**config.mk**
```make
export PLATFORM = sky130hd
export DESIGN_NAME = base64_stream_encoder_flat
export DESIGN_NICKNAME = d
export VERILOG_FILES = /design/src/sv/b64enc_pkg.sv /design/src/sv/b64enc_intf.sv /design/src/sv/b64enc_front.sv /design/src/sv/b64enc_queue.sv /design/src/sv/b64enc_back.sv /design/src/sv/base64_stream_encoder.sv /design/src/flat_wrapper.sv
export SDC_FILE = /design/constraint.sdc
export NUM_CORES = 1
export LEC_CHECK = 0
export ABC_AREA = 1
export ABC_CLOCK_PERIOD_IN_PS = 3100
export BUFFER_PORTS_ARGS = -buffer_cell sky130_fd_sc_hd__buf_2
export CAP_MARGIN = 5
export CORE_MARGIN = 5
export CORE_UTILIZATION = 30
export CTS_CLUSTER_SIZE = 20
export DETAILED_ROUTE_END_ITERATION = 8
export PLACE_DENSITY = 0.56
export SYNTH_ARGS = -nofsm -noshare
export SYNTH_HDL_FRONTEND = slang
export SYNTH_HIERARCHICAL = 1
export SYNTH_SLANG_ARGS = --single-unit
```
**constraint.sdc**
```tcl
create_clock -name clk_i -period 3.1 [get_ports clk_i]
set_input_delay 0.62 -clock clk_i [delete_from_list [all_inputs] [get_ports clk_i]]
set_output_delay 0.62 -clock clk_i [all_outputs]
set_load 0.02 [all_outputs]
```
**src/sv/b64enc_pkg.sv**
```systemverilog
// ----------------------------------------------------------------------------
// Base64 encoder package
// Shared types, constants and the sextet-to-character lookup.
// ----------------------------------------------------------------------------
`default_nettype none

package b64enc_pkg;

  localparam int unsigned QueueDepth = 2;

  localparam logic [7:0] CharPad   = 8'h3d;  // '='
  localparam logic [7:0] CharUpper = 8'h41;  // 'A'
  localparam logic [7:0] CharLower = 8'h61;  // 'a'
  localparam logic [7:0] CharDigit = 8'h30;  // '0'
  localparam logic [7:0] CharPlus  = 8'h2b;  // '+'
  localparam logic [7:0] CharSlash = 8'h2f;  // '/'

  // One closed group as handed from the front to the back.
  typedef struct packed {
    logic [23:0] bits;   // up to three bytes, zero-filled
    logic [1:0]  held;   // bytes held before the closing byte (0..2)
    logic        last;   // group closes the message
  } b64enc_group_t;

  // Map a 6-bit value to its standard-alphabet character.
  function automatic logic [7:0] b64enc_char(input logic [5:0] v);
    logic [7:0] w;
    w = {2'b00, v};
    if (v < 6'd26)      return CharUpper + w;
    else if (v < 6'd52) return CharLower + (w - 8'd26);
    else if (v < 6'd62) return CharDigit + (w - 8'd52);
    else if (v == 6'd62) return CharPlus;
    else                return CharSlash;
  endfunction

endpackage

`default_nettype wire

```
**src/sv/b64enc_intf.sv**
```systemverilog
// ----------------------------------------------------------------------------
// Base64 encoder channel interfaces
// Byte input channel and character output channel, valid/ready handshake.
// ----------------------------------------------------------------------------
`default_nettype none

interface b64enc_byte_if;
  logic       valid;
  logic       ready;
  logic [7:0] data_byte;
  logic       last_byte;

  modport source (output valid, output data_byte, output last_byte, input ready);
  modport sink   (input valid, input data_byte, input last_byte, output ready);
endinterface

interface b64enc_char_if;
  logic       valid;
  logic       ready;
  logic [7:0] out_char;
  logic       end_of_text;

  modport source (output valid, output out_char, output end_of_text, input ready);
  modport sink   (input valid, input out_char, input end_of_text, output ready);
endinterface

`default_nettype wire

```
**src/sv/b64enc_front.sv**
```systemverilog
// ----------------------------------------------------------------------------
// Base64 encoder front
// Collect bytes into groups of three; close a group on its third or last byte.
// ----------------------------------------------------------------------------
`default_nettype none

module b64enc_front (
  input  wire logic                    clk_i,
  input  wire logic                    rst_ni,
  b64enc_byte_if.sink                  byte_i,
  output      b64enc_pkg::b64enc_group_t grp_o,
  output      logic                    grp_valid_o,
  input  wire logic                    grp_ready_i
);
  import b64enc_pkg::*;

  logic [1:0] held_q, held_d;
  logic [7:0] pend0_q, pend0_d;
  logic [7:0] pend1_q, pend1_d;
  logic       accept;
  logic       close;

  assign byte_i.ready = grp_ready_i;
  assign accept       = byte_i.valid & grp_ready_i;
  assign close        = (held_q == 2'd2) | byte_i.last_byte;
  assign grp_valid_o  = accept & close;

  always_comb begin
    held_d       = held_q;
    pend0_d      = pend0_q;
    pend1_d      = pend1_q;
    grp_o.held   = held_q;
    grp_o.last   = byte_i.last_byte;
    unique case (held_q)
      2'd1:    grp_o.bits = {pend0_q, byte_i.data_byte, 8'h00};
      2'd2:    grp_o.bits = {pend0_q, pend1_q, byte_i.data_byte};
      default: grp_o.bits = {byte_i.data_byte, 16'h0000};
    endcase
    if (accept) begin
      if (close) begin
        held_d = 2'd0;
      end else begin
        if (held_q == 2'd0) pend0_d = byte_i.data_byte;
        else                pend1_d = byte_i.data_byte;
        held_d = held_q + 2'd1;
      end
    end
  end

  always_ff @(posedge clk_i or negedge rst_ni) begin
    if (!rst_ni) begin
      held_q <= 2'd0;
    end else begin
      held_q <= held_d;
    end
  end

  always_ff @(posedge clk_i) begin
    pend0_q <= pend0_d;
    pend1_q <= pend1_d;
  end

endmodule

`default_nettype wire

```
**src/sv/b64enc_queue.sv**
```systemverilog
// ----------------------------------------------------------------------------
// Base64 encoder group queue
// Two-entry queue of closed groups between front and back.
// ----------------------------------------------------------------------------
`default_nettype none

module b64enc_queue (
  input  wire logic                      clk_i,
  input  wire logic                      rst_ni,
  input  wire b64enc_pkg::b64enc_group_t push_grp_i,
  input  wire logic                      push_i,
  output      logic                      push_ready_o,
  output      b64enc_pkg::b64enc_group_t head_o,
  output      logic                      head_valid_o,
  input  wire logic                      pop_i
);
  import b64enc_pkg::*;

  localparam int unsigned PtrW = $clog2(QueueDepth);
  localparam int unsigned CntW = $clog2(QueueDepth + 1);

  b64enc_group_t       mem_q [QueueDepth];
  logic [PtrW-1:0]     wr_q, wr_d;
  logic [PtrW-1:0]     rd_q, rd_d;
  logic [CntW-1:0]     cnt_q, cnt_d;
  logic                do_push;
  logic                do_pop;

  assign push_ready_o = (cnt_q != CntW'(QueueDepth));
  assign head_valid_o = (cnt_q != '0);
  assign head_o       = mem_q[rd_q];
  assign do_push      = push_i & push_ready_o;
  assign do_pop       = pop_i & head_valid_o;

  always_comb begin
    wr_d  = wr_q;
    rd_d  = rd_q;
    cnt_d = cnt_q;
    if (do_push) wr_d = (wr_q == PtrW'(QueueDepth - 1)) ? '0 : wr_q + PtrW'(1);
    if (do_pop)  rd_d = (rd_q == PtrW'(QueueDepth - 1)) ? '0 : rd_q + PtrW'(1);
    if (do_push & ~do_pop)      cnt_d = cnt_q + CntW'(1);
    else if (do_pop & ~do_push) cnt_d = cnt_q - CntW'(1);
  end

  always_ff @(posedge clk_i or negedge rst_ni) begin
    if (!rst_ni) begin
      wr_q  <= '0;
      rd_q  <= '0;
      cnt_q <= '0;
    end else begin
      wr_q  <= wr_d;
      rd_q  <= rd_d;
      cnt_q <= cnt_d;
    end
  end

  always_ff @(posedge clk_i) begin
    if (do_push) mem_q[wr_q] <= push_grp_i;
  end

endmodule

`default_nettype wire

```
**src/sv/b64enc_back.sv**
```systemverilog
// ----------------------------------------------------------------------------
// Base64 encoder back
// Serialize one group into four characters through an output register.
// ----------------------------------------------------------------------------
`default_nettype none

module b64enc_back (
  input  wire logic                      clk_i,
  input  wire logic                      rst_ni,
  input  wire b64enc_pkg::b64enc_group_t head_i,
  input  wire logic                      head_valid_i,
  output      logic                      pop_o,
  b64enc_char_if.source                  char_o
);
  import b64enc_pkg::*;

  logic [1:0] idx_q, idx_d;
  logic       vld_q, vld_d;
  logic [7:0] chr_q, chr_d;
  logic       eot_q, eot_d;
  logic       load;
  logic [5:0] sextet;

  assign load = head_valid_i & (~vld_q | char_o.ready);
  assign pop_o = load & (idx_q == 2'd3);

  always_comb begin
    unique case (idx_q)
      2'd0:    sextet = head_i.bits[23:18];
      2'd1:    sextet = head_i.bits[17:12];
      2'd2:    sextet = head_i.bits[11:6];
      default: sextet = head_i.bits[5:0];
    endcase
  end

  always_comb begin
    idx_d = idx_q;
    vld_d = vld_q & ~char_o.ready;
    chr_d = chr_q;
    eot_d = eot_q;
    if (load) begin
      vld_d = 1'b1;
      idx_d = idx_q + 2'd1;
      // Characters past held+1 are padding.
      chr_d = (idx_q <= (head_i.held + 2'd1)) ? b64enc_char(sextet) : CharPad;
      eot_d = head_i.last & (idx_q == 2'd3);
    end
  end

  always_ff @(posedge clk_i or negedge rst_ni) begin
    if (!rst_ni) begin
      idx_q <= 2'd0;
      vld_q <= 1'b0;
    end else begin
      idx_q <= idx_d;
      vld_q <= vld_d;
    end
  end

  always_ff @(posedge clk_i) begin
    chr_q <= chr_d;
    eot_q <= eot_d;
  end

  assign char_o.valid       = vld_q;
  assign char_o.out_char    = chr_q;
  assign char_o.end_of_text = eot_q;

endmodule

`default_nettype wire

```
**src/sv/base64_stream_encoder.sv**
```systemverilog
// ----------------------------------------------------------------------------
// Base64 stream encoder
// Byte stream in, RFC 4648 standard-alphabet characters with '=' padding out.
// ----------------------------------------------------------------------------
// Send the message one byte per transaction on byte_i, with last_byte set on
// its final byte. Every third byte, and the final byte, closes a group that
// comes out as four characters on char_o, one per transaction, most
// significant sextet first; a final group of one or two bytes is zero-filled
// and padded with '=' to four characters, and the fourth character of the
// final group has end_of_text set. The front takes one byte per cycle while
// the two-entry group queue has room; the back drives one character per
// cycle while char_o is ready, so four characters per three bytes limit the
// sustained input rate. A closing byte's group is written into the queue, and
// its first character is then loaded into the output character register.
// ----------------------------------------------------------------------------
`default_nettype none

module base64_stream_encoder (
  input  wire logic clk_i,
  input  wire logic rst_ni,
  b64enc_byte_if.sink   byte_i,
  b64enc_char_if.source char_o
);
  import b64enc_pkg::*;

  // Closed groups from the front toward the queue.
  b64enc_group_t grp;
  logic          grp_valid;
  logic          grp_ready;

  // Queue head toward the back.
  b64enc_group_t head;
  logic          head_valid;
  logic          pop;

  // Assemble groups; stall input only when the queue is full.
  b64enc_front u_front (
    .clk_i       (clk_i),
    .rst_ni      (rst_ni),
    .byte_i      (byte_i),
    .grp_o       (grp),
    .grp_valid_o (grp_valid),
    .grp_ready_i (grp_ready)
  );

  // Decouple input bursts from output stalls.
  b64enc_queue u_queue (
    .clk_i        (clk_i),
    .rst_ni       (rst_ni),
    .push_grp_i   (grp),
    .push_i       (grp_valid),
    .push_ready_o (grp_ready),
    .head_o       (head),
    .head_valid_o (head_valid),
    .pop_i        (pop)
  );

  // Emit four characters per group; pop as the fourth is loaded.
  b64enc_back u_back (
    .clk_i        (clk_i),
    .rst_ni       (rst_ni),
    .head_i       (head),
    .head_valid_i (head_valid),
    .pop_o        (pop),
    .char_o       (char_o)
  );

endmodule

`default_nettype wire
```
**src/flat_wrapper.sv**
```systemverilog
// flat-port wrapper written by rule: the top's interface ports become plain ports
module base64_stream_encoder_flat import b64enc_pkg::*;
  (clk_i, rst_ni, byte_i_valid, byte_i_data_byte, byte_i_last_byte, byte_i_ready, char_o_valid, char_o_out_char, char_o_end_of_text, char_o_ready);
  b64enc_byte_if byte_i_i ();
  b64enc_char_if char_o_i ();
  input  wire logic clk_i;
  input  wire logic rst_ni;
  input wire logic [$bits(byte_i_i.valid)-1:0] byte_i_valid;
  input wire logic [$bits(byte_i_i.data_byte)-1:0] byte_i_data_byte;
  input wire logic [$bits(byte_i_i.last_byte)-1:0] byte_i_last_byte;
  output wire logic [$bits(byte_i_i.ready)-1:0] byte_i_ready;
  output wire logic [$bits(char_o_i.valid)-1:0] char_o_valid;
  output wire logic [$bits(char_o_i.out_char)-1:0] char_o_out_char;
  output wire logic [$bits(char_o_i.end_of_text)-1:0] char_o_end_of_text;
  input wire logic [$bits(char_o_i.ready)-1:0] char_o_ready;
  assign byte_i_i.valid = byte_i_valid;
  assign byte_i_i.data_byte = byte_i_data_byte;
  assign byte_i_i.last_byte = byte_i_last_byte;
  assign byte_i_ready = byte_i_i.ready;
  assign char_o_valid = char_o_i.valid;
  assign char_o_out_char = char_o_i.out_char;
  assign char_o_end_of_text = char_o_i.end_of_text;
  assign char_o_i.ready = char_o_ready;
  base64_stream_encoder u_core (.clk_i(clk_i), .rst_ni(rst_ni), .byte_i(byte_i_i), .char_o(char_o_i));
endmodule
```
==> metrics.md <==
| Metric | Value |
|---|---|
| Status | complete, no violations |
| Global route total overflow | 0 |
| Primary FF master, synth | edfxtp_1 |
| Clock transition at path regs | 70 ps |
| Wire length per cell | 12.4 µm |
| Bufs on Longest Clock Path | 2 |
| CP required | 3180 ps |
| Final std cell area, no fill | 5010 µm² |
| Setup-failing EPs final | 0 |
| Critical setup path kind | reg2reg |
| Core Util, Final | 0.343 |
| Pwr dens | 1170 nW/µm² |
| Switching power total | 2.62 mW |
| Asr flop ratio synth | 0.102 |
| N_diodes | 0 |
| Starting Density | 0.308 |
| Worst setup startpoint | u_core/u_back/idx_q[0] |
| Filler Cell Count | 1463 |
| HP Class | in2async |
| CTS tree | built |
| Maximum vdd ir drop | 0.000439 V |
| Floorplan row count | 44 |
| Final instance count without filler cells | 666 |
| # clock sinks | 88 |
| Max-cap violation count | 0 |
| Lkg Pwr | 2.20 nW |
| Setup Buffers After CTS | 0 |
| Synth-to-Final Area Change | 11.5% |
| Largest net degree at the start of global routing | 29 |
| Mapped Cells | 452 |
| Dpl ws | 444 ps |
| Crit end category | flip-flop |
| R2r setup slk | 430 ps |
| Flop pwr share | 0.319 |
| Yosys warning total | 6 |
| Final-report hold violation count | 0 |
| Port Buffers | 23 |
| Clock power share | 0.176 |
| Synth top cells by count | nand2_1, edfxtp_1, inv_1 |
| DRT antenna net count | 0 |
| Placement Cell Area | 4720 µm² |
| H-tree levels | 3 |
| FF-to-FF path depth | 14 |
| Max-slew violation count | 0 |
| Mean Syn Cell Area | 9.94 µm² |
| Slew headroom | 0.534 |
| R2R Path End | u_core/u_back/char_o.out_char[4] |
| Tot Pwr | 5.88 mW |
| Switch share | 0.446 |
| Ranking of synthesized cells by area | edfxtp_1, nand2_1, dfrtp_1, ha_1, inv_1 |
| Drt first pass iters | 4 |
| Mapped cell area | 4490 µm² |
| DR vias/cell | 4.36 |
| Vias | 2906 |
| GRT Total Usage | 0.101 |
| Vias in the first global route | 2856 |
| Nets | 507 |
| Post-synthesis sequential area ratio | 0.578 |
| Post_cts resized | 0 |
| Leading area contributor after synthesis | edfxtp_1 |
| Die extent in x | 132 µm |
| First-pass GRT wire length | 14400 µm |
| Global placement routability congestion | 0.844 |
| Post-Syn Nets | 482 |
| Core area | 14600 µm² |
| Num CTS Buffers | 9 |
| WP data arrival | 2750 ps |
| Residual DRC | 0 |
| # IOs | 24 |
| Initial DRC count | 221 |
| Clock latency on the worst-skew pair | 350 ps |
| Die footprint | 17500 µm² |
| Worst hold margin | 122 ps |
| Initial antenna violation count | 0 |
| Int Pwr | 3.26 mW |
| Worst r2r src | u_core/u_back/idx_q[0] |
| Crit share post-route | 0.861 |
| Number of synthesized register bits | 88 |
| Drt total wl | 8230 µm |
| Combinational Power Share | 0.505 |
| Unrepaired setup endpoints after global routing | false |
| Number of flops mapped to enable cells by yosys | 79 |
| Share of post-route cells with drive strength above 1 | 0.174 |
| Worst-path fanout max | 7 |
| Die Ht | 132 µm |
| Cells after DPL | 650 |
| Area share of the largest cell type after synthesis | 0.528 |
| Setup ws final | 430 ps |
| DP Wirelength | 6040 µm |
| Skew final | 9.76 ps |
| Least-Margin Pin Slew | 697 ps |
| Top-count cell post-synth | nand2_1 |
| CTS Root Cell | clkbuf_16 |
| Worst setup path endpoint | u_core/u_back/char_o.out_char[4] |
| Hold buffers post-CTS | 0 |
| Unique masters post-synth | 35 |
| FMAX | 375 MHz |
| CP Launch Type | flip-flop |
| Fin crit period | 2670 ps |
| Post-route setup TNS | 0 ps |
==> flip-flops by register name, summed over array words and instances (netlist names) <==
register	count
u_core/u_front/pend0_q	8
u_core/u_front/held_q	2
u_core/u_back/char_o.end_of_text	1
u_core/u_queue/cnt_q	2
u_core/u_queue/wr_q	1
u_core/u_queue/mem_q	54
u_core/u_back/char_o.out_char	8
u_core/u_back/char_o.valid	1
u_core/u_front/pend1_q	8
u_core/u_back/idx_q	2
u_core/u_queue/rd_q	1
==> layout make-up <==
type                            instances  area [µm²]  area share
Sequential cell                        88        2600       0.518
Multi-Input combinational cell        300        1550       0.309
Timing Repair Buffer                   27         145      0.0290
Clock inverter                          7        63.8      0.0127
Tap cell                              184         230      0.0460
Clock buffer                            9         225      0.0450
Inverter                               51         199      0.0397
==> layer usage <==
metal	global-route usage	wire, µm
met4	0.0356	79
met3	0.0298	317
met1	0.135	3930
met2	0.157	3910
met5	0	0
==> cells in the final DEF, fill, tap and decap left out, types with 2 or more instances in the layout <==
cell | netlist | layout
nor2_2 | 5 | 7
inv_2 | 8 | 8
nand2_1 | 188 | 188
xnor2_1 | 2 | 2
buf_4 | 4 | 4
a21oi_2 | 8 | 8
dfrtp_1 | 9 | 9
nand2_2 | 9 | 9
nand4_1 | 4 | 4
edfxtp_1 | 79 | 79
o211ai_1 | 2 | 2
nor2_1 | 16 | 14
ha_1 | 17 | 17
xor2_1 | 7 | 7
clkbuf_16 | 0 | 9
nor2_4 | 4 | 4
nand3_1 | 21 | 21
o21ai_0 | 2 | 2
a21oi_1 | 3 | 3
inv_1 | 42 | 42
inv_6 | 0 | 3
buf_2 | 0 | 23
==> worst max-delay path, stage by stage, from the launching register on <==
cell and delay, ps:
dfrtp_1 410, inv_1 160, ha_1 300, nand2_1 80, nand2_1 60, nor2_1 50, nor2_2 210, inv_1 130
ha_1 240, inv_1 90, nand3_1 100, nand2_2 140, inv_1 90, a211oi_1 250, nand2_1 90
==> logic make-up after synthesis <==
family / count (synthesis) / synth area share
fa+ha+maj: 17 / 0.0473
buf+inv: 64 / 0.0782
xor+xnor: 9 / 0.0175
compound gates: 23 / 0.0404
flops: 88 / 0.578
simple gates: 251 / 0.238
==> power by group through the flow <==
stage	logic, mW	clock network (mW)	registers, mW
2_1_floorplan	2.39	0	1.98
3_3_place_gp	2.92	0	1.90
3_5_place_dp	2.97	0	1.90
4_1_cts	2.99	1.07	1.88
5_1_grt	3.40	1.12	1.91
6_report	2.97	1.03	1.88
==> worst min path at each step <==
stage | cells past startpoint | endpoint | start | slack (ps)
finish | 1 | u_core/u_front/held_q[0] | rst_ni | 120
global placement | 1 | u_core/u_front/held_q[0] | rst_ni | 490
floorplan | 0 | u_core/u_back/char_o.valid | rst_ni | 320
CTS | 1 | u_core/u_front/held_q[1] | rst_ni | 110
detailed placement | 1 | u_core/u_front/held_q[1] | rst_ni | 490
global route | 1 | u_core/u_front/held_q[0] | rst_ni | 120
No activity file was read; power rests on OpenSTA's default activity.
